===== src/hw/rtl/dbas_pkg.sv =====
// ----------------------------------------------------------------------------
// dbas_pkg
// Shared constants, pixel and divider types for the depth block average
// subsample unit.
// ----------------------------------------------------------------------------
package dbas_pkg;

    // line buffer geometry and depth format
    localparam int MAX_WIDTH  = 1024;
    localparam int MAX_HEIGHT = 1024;
    localparam int DEPTH_BITS = 16;
    localparam int ADDR_BITS  = $clog2(MAX_WIDTH);
    localparam int ROW_BITS   = $clog2(MAX_HEIGHT);

    // configuration register widths
    localparam int DIM_BITS      = 11;
    localparam int DIST_BITS     = 16;
    localparam int CFG_IDX_BITS  = 2;
    localparam int CFG_DATA_BITS = 16;

    // position compare width: holds a clamped size and a counter plus one
    localparam int POS_A    = (ADDR_BITS > ROW_BITS) ? ADDR_BITS + 1 : ROW_BITS + 1;
    localparam int POS_BITS = (POS_A > DIM_BITS) ? POS_A : DIM_BITS;

    // register indexes
    localparam logic [CFG_IDX_BITS-1:0] CFG_IMAGE_WIDTH  = 2'd0;
    localparam logic [CFG_IDX_BITS-1:0] CFG_IMAGE_HEIGHT = 2'd1;
    localparam logic [CFG_IDX_BITS-1:0] CFG_MAX_DISTANCE = 2'd2;

    // register reset values
    localparam logic [DIM_BITS-1:0]  RST_IMAGE_WIDTH  = 11'd640;
    localparam logic [DIM_BITS-1:0]  RST_IMAGE_HEIGHT = 11'd480;
    localparam logic [DIST_BITS-1:0] RST_MAX_DISTANCE = 16'd30;

    // window and divider sizing
    localparam int WIN_SIZE    = 9;
    localparam int WIN_COLS    = 6;
    localparam int CNT_BITS    = $clog2(WIN_SIZE + 1);
    localparam int SUM_BITS    = DEPTH_BITS + CNT_BITS;
    localparam int RECIP_SHIFT = SUM_BITS;
    localparam int RECIP_BITS  = RECIP_SHIFT + 1;

    // reciprocals floor(2^shift / n) for counts 1..9
    localparam logic [RECIP_BITS-1:0] RECIP_1 = RECIP_BITS'((64'd1 << RECIP_SHIFT) / 1);
    localparam logic [RECIP_BITS-1:0] RECIP_2 = RECIP_BITS'((64'd1 << RECIP_SHIFT) / 2);
    localparam logic [RECIP_BITS-1:0] RECIP_3 = RECIP_BITS'((64'd1 << RECIP_SHIFT) / 3);
    localparam logic [RECIP_BITS-1:0] RECIP_4 = RECIP_BITS'((64'd1 << RECIP_SHIFT) / 4);
    localparam logic [RECIP_BITS-1:0] RECIP_5 = RECIP_BITS'((64'd1 << RECIP_SHIFT) / 5);
    localparam logic [RECIP_BITS-1:0] RECIP_6 = RECIP_BITS'((64'd1 << RECIP_SHIFT) / 6);
    localparam logic [RECIP_BITS-1:0] RECIP_7 = RECIP_BITS'((64'd1 << RECIP_SHIFT) / 7);
    localparam logic [RECIP_BITS-1:0] RECIP_8 = RECIP_BITS'((64'd1 << RECIP_SHIFT) / 8);
    localparam logic [RECIP_BITS-1:0] RECIP_9 = RECIP_BITS'((64'd1 << RECIP_SHIFT) / 9);

    // one stored pixel: measured flag and depth
    typedef struct packed {
        logic                  vld;
        logic [DEPTH_BITS-1:0] dep;
    } t_pix;

    // line buffer word: pixel two rows up and one row up
    typedef struct packed {
        t_pix upper;
        t_pix middle;
    } t_line_word;

    // divider request and response
    typedef struct packed {
        logic                vld;
        logic [SUM_BITS-1:0] sum;
        logic [CNT_BITS-1:0] cnt;
    } t_div_req;

    typedef struct packed {
        logic                  vld;
        logic [DEPTH_BITS-1:0] quot;
    } t_div_rsp;

    // reciprocal lookup, a zero count is served as one
    function automatic logic [RECIP_BITS-1:0] f_recip(input logic [CNT_BITS-1:0] cnt);
        logic [RECIP_BITS-1:0] r;
        case (cnt)
            4'd2:    r = RECIP_2;
            4'd3:    r = RECIP_3;
            4'd4:    r = RECIP_4;
            4'd5:    r = RECIP_5;
            4'd6:    r = RECIP_6;
            4'd7:    r = RECIP_7;
            4'd8:    r = RECIP_8;
            4'd9:    r = RECIP_9;
            default: r = RECIP_1;
        endcase
        return r;
    endfunction

endpackage


===== src/hw/rtl/dbas_div.sv =====
// ----------------------------------------------------------------------------
// dbas_div
// Two stage divider for window sums by counts 1..9: reciprocal multiply,
// then one remainder correction step.
// ----------------------------------------------------------------------------
module dbas_div (
    input  logic               i_clk,
    input  logic               i_rst_n,
    input  dbas_pkg::t_div_req i_req,
    output dbas_pkg::t_div_rsp o_rsp
);

    localparam int PROD_BITS = dbas_pkg::SUM_BITS + dbas_pkg::RECIP_BITS;
    localparam int QC_BITS   = dbas_pkg::SUM_BITS + dbas_pkg::CNT_BITS;

    logic                          r_s1_vld;
    logic [dbas_pkg::SUM_BITS-1:0] r_s1_sum;
    logic [dbas_pkg::CNT_BITS-1:0] r_s1_cnt;
    logic [dbas_pkg::SUM_BITS-1:0] r_s1_q;
    logic                          r_s2_vld;
    logic [dbas_pkg::DEPTH_BITS-1:0] r_s2_q;

    logic [PROD_BITS-1:0]          prod;
    logic [QC_BITS-1:0]            qc;
    logic [dbas_pkg::SUM_BITS-1:0] rem;
    logic [dbas_pkg::SUM_BITS-1:0] q_fix;

    // estimate, never above the true quotient and at most one below
    assign prod = PROD_BITS'(i_req.sum) * PROD_BITS'(dbas_pkg::f_recip(i_req.cnt));

    // remainder check and correction
    assign qc    = QC_BITS'(r_s1_q) * QC_BITS'(r_s1_cnt);
    assign rem   = r_s1_sum - qc[dbas_pkg::SUM_BITS-1:0];
    assign q_fix = (rem >= dbas_pkg::SUM_BITS'(r_s1_cnt)) ? r_s1_q + 1'b1 : r_s1_q;

    // valid pipe
    always_ff @(posedge i_clk) begin
        if (!i_rst_n) begin
            r_s1_vld <= 1'b0;
            r_s2_vld <= 1'b0;
        end else begin
            r_s1_vld <= i_req.vld;
            r_s2_vld <= r_s1_vld;
        end
    end

    // data stages hold until the next request
    always_ff @(posedge i_clk) begin
        if (i_req.vld) begin
            r_s1_sum <= i_req.sum;
            r_s1_cnt <= i_req.cnt;
            r_s1_q   <= prod[dbas_pkg::RECIP_SHIFT +: dbas_pkg::SUM_BITS];
        end
        if (r_s1_vld) begin
            r_s2_q <= q_fix[dbas_pkg::DEPTH_BITS-1:0];
        end
    end

    assign o_rsp.vld  = r_s2_vld;
    assign o_rsp.quot = r_s2_q;

endmodule


===== config.mk =====
export PLATFORM = sky130hd
export DESIGN_NAME = dbas_div
export DESIGN_NICKNAME = d
export VERILOG_FILES = /design/src/hw/rtl/dbas_pkg.sv /design/src/hw/rtl/dbas_div.sv
export SDC_FILE = /design/constraint.sdc
export NUM_CORES = 1
export LEC_CHECK = 0
export BUFFER_PORTS_ARGS = -buffer_cell sky130_fd_sc_hd__buf_2
export CORE_MARGIN = 2
export CORE_UTILIZATION = 60
export DETAILED_ROUTE_END_ITERATION = 10
export GPL_TIMING_DRIVEN = 0
export PLACE_DENSITY = 0.89
export SYNTH_ARGS = -nofsm -noshare
export SYNTH_HDL_FRONTEND = slang
export SYNTH_SLANG_ARGS = --single-unit

===== constraint.sdc =====
create_clock -name i_clk -period 9 [get_ports i_clk]
set_input_delay 0.9 -clock i_clk [delete_from_list [all_inputs] [get_ports i_clk]]
set_output_delay 0.9 -clock i_clk [all_outputs]
set_load 0.01 [all_outputs]

Word-level counts from Yosys, hierarchy flattened --
Memories as Yosys holds them, arrays and structs flattened. Cells that the tools add are included.
Operators by class: $add $sub $neg 2, multiply operators 2, divide/modulo/power cells 0, order comparisons 1, eq/ne operators 0, shifts and indexed selects 0, mux-type cells 1, bitwise gates (word level) 0, reduce and logical (&&, ||, !) cells 0
Operator list (number):
- $mul A20 B21 Y40 | 1
- $ge A20 B4 Y1 | 1
- $mul A20 B4 Y20 | 1
- $sub A20 B20 Y20 | 1
- $add A16 B1 Y16 const B | 1
- $mux W16 | 1
Storage, ports and cells: register bits after elaboration 62, latch bits 0, memory bits (writable) 0, bits in read-only memories 336, input port bits 27, word-level logic and storage cells 13, memories kept 1
Memories:
- (name not given) | depth 16, bits a word 21, rd ports 1, clocked after Yosys merged registers in 0, write ports 0, RTL line dbas_pkg.sv:81 | case (cnt)

Logic depth before layout (Yosys ltp) --
depth after elaboration 4, mapped depth 32

Worst setup path before layout --
No wires, ideal clock.
kind input-to-reg, from input port i_req[2] (netlist bit), to register r_s1_q[7] (netlist bit) (data pin), library setup time 0.258 ns, arrival time 7.652 ns, required time 8.742 ns, path slack 1.090 ns, cell stages on the path 29, path through clkbuf_1 nor2b_1 clkbuf_1 and2_1 clkbuf_1 nand2b_1 clkbuf_1 and2_1 fa_1 fa_1 inv_1 fa_1 inv_1 fa_1 fa_1 fa_1 inv_1 fa_1 inv_1 ha_1 nand2_1 nor4_1 nand2_1 o21ai_1 o22ai_1 o21ai_1 a21o_1 a21oi_1 xnor2_1
On the way: word-level cells in the longest chain between the ends 2
Ends and longest elaborated chain:
- start, declared | RTL line dbas_div.sv:9 | input dbas_pkg::t_div_req i_req,
- $mem_v2 Z16 W21
- $mul A20 B21 Y40 | RTL line dbas_div.sv:29 | assign prod = PROD_BITS'(i_req.sum) * PROD_BITS'(dbas_pkg::f_recip(i_req.cnt));
- via prod[27] | RTL line dbas_div.sv:23 | logic [PROD_BITS-1:0] prod;
- end signal, assigned | RTL line dbas_div.sv:52 | r_s1_q <= prod[dbas_pkg::RECIP_SHIFT +: dbas_pkg::SUM_BITS];
- end, declared | RTL line dbas_div.sv:19 | logic [dbas_pkg::SUM_BITS-1:0] r_s1_q;
The timed path passes the listed nets, and every way through them passes these cells. A chain may end at the register's enable or synchronous reset.

Worst setup path after layout --
from input port i_req[3] (netlist bit), to register r_s1_q[19] (netlist bit) (data pin)
The elaborated chain is that of the path after synthesis.

==> reports/qor.txt <==
Reg area: 1840 sq um
vias in the first global route: 14327
Final ANT Viol Nets: 0
Area growth syn-to-layout: 6.10%
Core Region: 28800 sq um
Compound-Gate Fraction of Synth Area: 5.14%
crit path launch type: primary input
multi-input logic area: 13800 sq um
sequential share of the synthesized area: 10.5%
die extent in y: 175 um
critical path arrival: 8.95 ns
CTS Buf Count: 9
multiplexer area fraction after synthesis: 0.178%
flops & latches, synth: 62
Clock Tree Root: clkbuf_16
CTS tree: built
max-slew headroom at the worst pin: 28.7%
XOR/XNOR share of the synthesized area: 2.93%
Worst Path Buf+Inv: 11
first-pass GRT wire length: 76700 um
run status: finished, final reports clean
worst skew pair latency: 0.34 ns
Die X: 175 um
Top FF cell, synth: edfxtp_1
static leakage: 9.67 nW
Synthesized Nets: 2418
number of max-cap violations: 0
row count: 62
die area: 30700 sq um
clk sinks: 62
CP Capture Type: flip-flop
wire per inst: 21.1 um
Cell variety after synth: 69
Slew Viols, Final: 0
Simple-Gate Fraction of Synth Area: 16.0%
Final Setup Violations: 0
Worst-Margin Slew: 1.07 ns
clock slew at reported path FFs: 0.06 ns
fin nets: 2473
Max VDD drop: 426 uV
Worst Path Max Fanout: 10
Final Hold Fails: 0
asr flop ratio synth: 0%
Final Skew: 0.0117 ns
gpl congestion: 1.07
Post-Synth Adder-Cell Area: 54.4%
largest net degree at the start of global routing: 46
Final min period: 8.80 ns
delay-heaviest family, CP: adder cells
layout cells sized above 1: 5.41%
num ports: 44
# H-tree levels: 3
cell count after synthesis: 1845
Hold Path Class: reg2reg
post-DP HPWL: 39600 um
CP most frequent cell: fa_1
CP required: 9.15 ns
Iter 0 DRT Violations: 1269
period utilization: 97.8%
Min Hold Slack: 0.684 ns
worst-case clock buffer depth: 2
crit path kind: in2reg
critical path's slowest cell: fa_1
total global-route track usage: 33.3%
router iterations before antenna repair: 6
Remaining DRCs: 0
Post-synth EDFFs: 60
Syn Area/Cell: 9.52 sq um
Synth Cell Area: 17600 sq um
final core utilization: 64.8%
largest family of logic cells by synthesized area: adder cells
CP peak stage delay: 0.54 ns
mean number of vias per cell: 5.80
initial antenna violation count: 1
Initial Util: 61.0%
Post-DP Area: 18300 sq um
Routed WL: 48200 um
DR vias: 13274
I/O Buffers: 43
design area: 18600 sq um
fillers: 2273
Achievable Freq: 114 MHz
yosys warns: 0
Cell Pwr Density: 359 nW/um^2
total gr overflow: 0
stage by stage:
step | instances | total power [mW] | worst slack, ns | setup TNS (ns)
after floorplan | 1845 | 4.67 | 1.09 | 0
after global placement | 2272 | 5.94 | -0.731 | -7.21
after detailed placement | 2272 | 6.14 | -0.844 | -9.22
after CTS | 2287 | 6.61 | 0.0144 | 0
after global routing | 2289 | 7.31 | -0.00955 | -0.00955
final | 2290 | 6.70 | 0.199 | 0
report_power, final:
part | internal (mW) | switching (mW)
combinational | 2.32 | 3.41
clock | 0.243 | 0.126
sequential | 0.484 | 0.119
metal layers:
| metal | GRT usage, % | routed length, um |
|---|---|---|
| met1 | 41.4 | 17200 |
| met2 | 55.2 | 22900 |
| met3 | 7.31 | 5250 |
| met4 | 16.1 | 2870 |
| met5 | 0 | 0 |
synth_stat cells, types with 2 or more instances:
cell	n	area, sq um
xor2_1	20	175
a21oi_1	34	170
nand4_1	7	43.8
and4_1	3	26.3
edfxtp_1	60	1800
nand3_1	12	60.1
o211a_1	2	20.0
a31oi_1	2	12.5
clkbuf_1	66	248
a211oi_1	6	45.0
a2111oi_0	3	26.3
o21a_1	4	30.0
o211ai_2	4	50.1
inv_1	434	1630
nor2_1	35	131
nor4_1	3	18.8
a21o_1	10	75.1
nand2_1	205	769
o22ai_1	3	18.8
mux2i_1	2	20.0
and2_1	192	1200
nor3_1	9	45.0
o2111ai_1	6	52.6
o21ai_1	6	30.0
dfxtp_1	2	40.0
o21ai_2	5	43.8
nor2b_1	10	62.6
ha_1	182	2280
nor3b_1	2	15.0
a21oi_2	2	17.5
nand2b_1	9	56.3
o211ai_1	4	30.0
o21ai_0	17	85.1
and3_1	41	257
a221oi_1	5	43.8
o221ai_1	3	26.3
and3b_1	2	17.5
fa_1	364	7290
nand3b_1	2	15.0
a22o_1	2	17.5
xnor2_1	37	324
placed cells by master, fill, tap and decap left out, drive strengths merged, types with 20 or more instances in the layout:
master,Yosys,routed
edfxtp,60,60
nand2,205,205
nor2,35,35
xnor2,38,38
and3,41,41
buf,3,49
o21ai,28,28
inv,434,435
clkbuf,67,74
xor2,20,20
ha,182,182
and2,193,193
fa,364,364
a21oi,36,36
what timing repair did:
item | 4_1_cts | 5_1_grt
resized for setup | 9 | 27
hold buffers | 0 | 0
pin swaps | 0 | 1
buffers inserted | 0 | 2
gates cloned | 0 | 0
endpoints found under the setup margin | 16 | 12
hold endpoints to repair | 0 | 0
sequential cells by signal, summed over array words and instances, names as in the netlist:
register	cells
r_s1_cnt	4
r_s1_q	20
r_s1_sum	20
r_s1_vld	1
r_s2_q	16
r_s2_vld	1
worst paths after layout:
path | startpoint | to | slack (ns) | depth (start not counted)
worst max-delay path | i_req[3] | r_s1_q[19] | 0.20 | 31
worst min-delay path | r_s1_q[14] | r_s2_q[14] | 0.68 | 1
worst max register to register | r_s1_cnt[1] | r_s2_q[5] | 3.30 | 18
worst min register to register | r_s1_q[14] | r_s2_q[14] | 0.68 | 1
final cells by class:
type / count / area share, %
multi-input combinational: 1279 / 74.2
antenna: 1 / 0.0134
sequential: 62 / 9.88
clock inverter: 7 / 0.517
buffer: 69 / 1.60
timing repair buffer: 45 / 1.24
inverter: 434 / 8.74
tap: 384 / 2.58
clock buffer: 9 / 1.21
cell families (layout without fill, tap and decap cells):
logic type	Yosys count	after routing
mux	3	3
flops	62	62
xor+xnor	58	58
buf+inv	504	564
fa+ha+maj	546	546
compound gates	130	130
other cells	0	1
simple gates	542	542
Note: power is estimated with default switching activity, not from simulation.
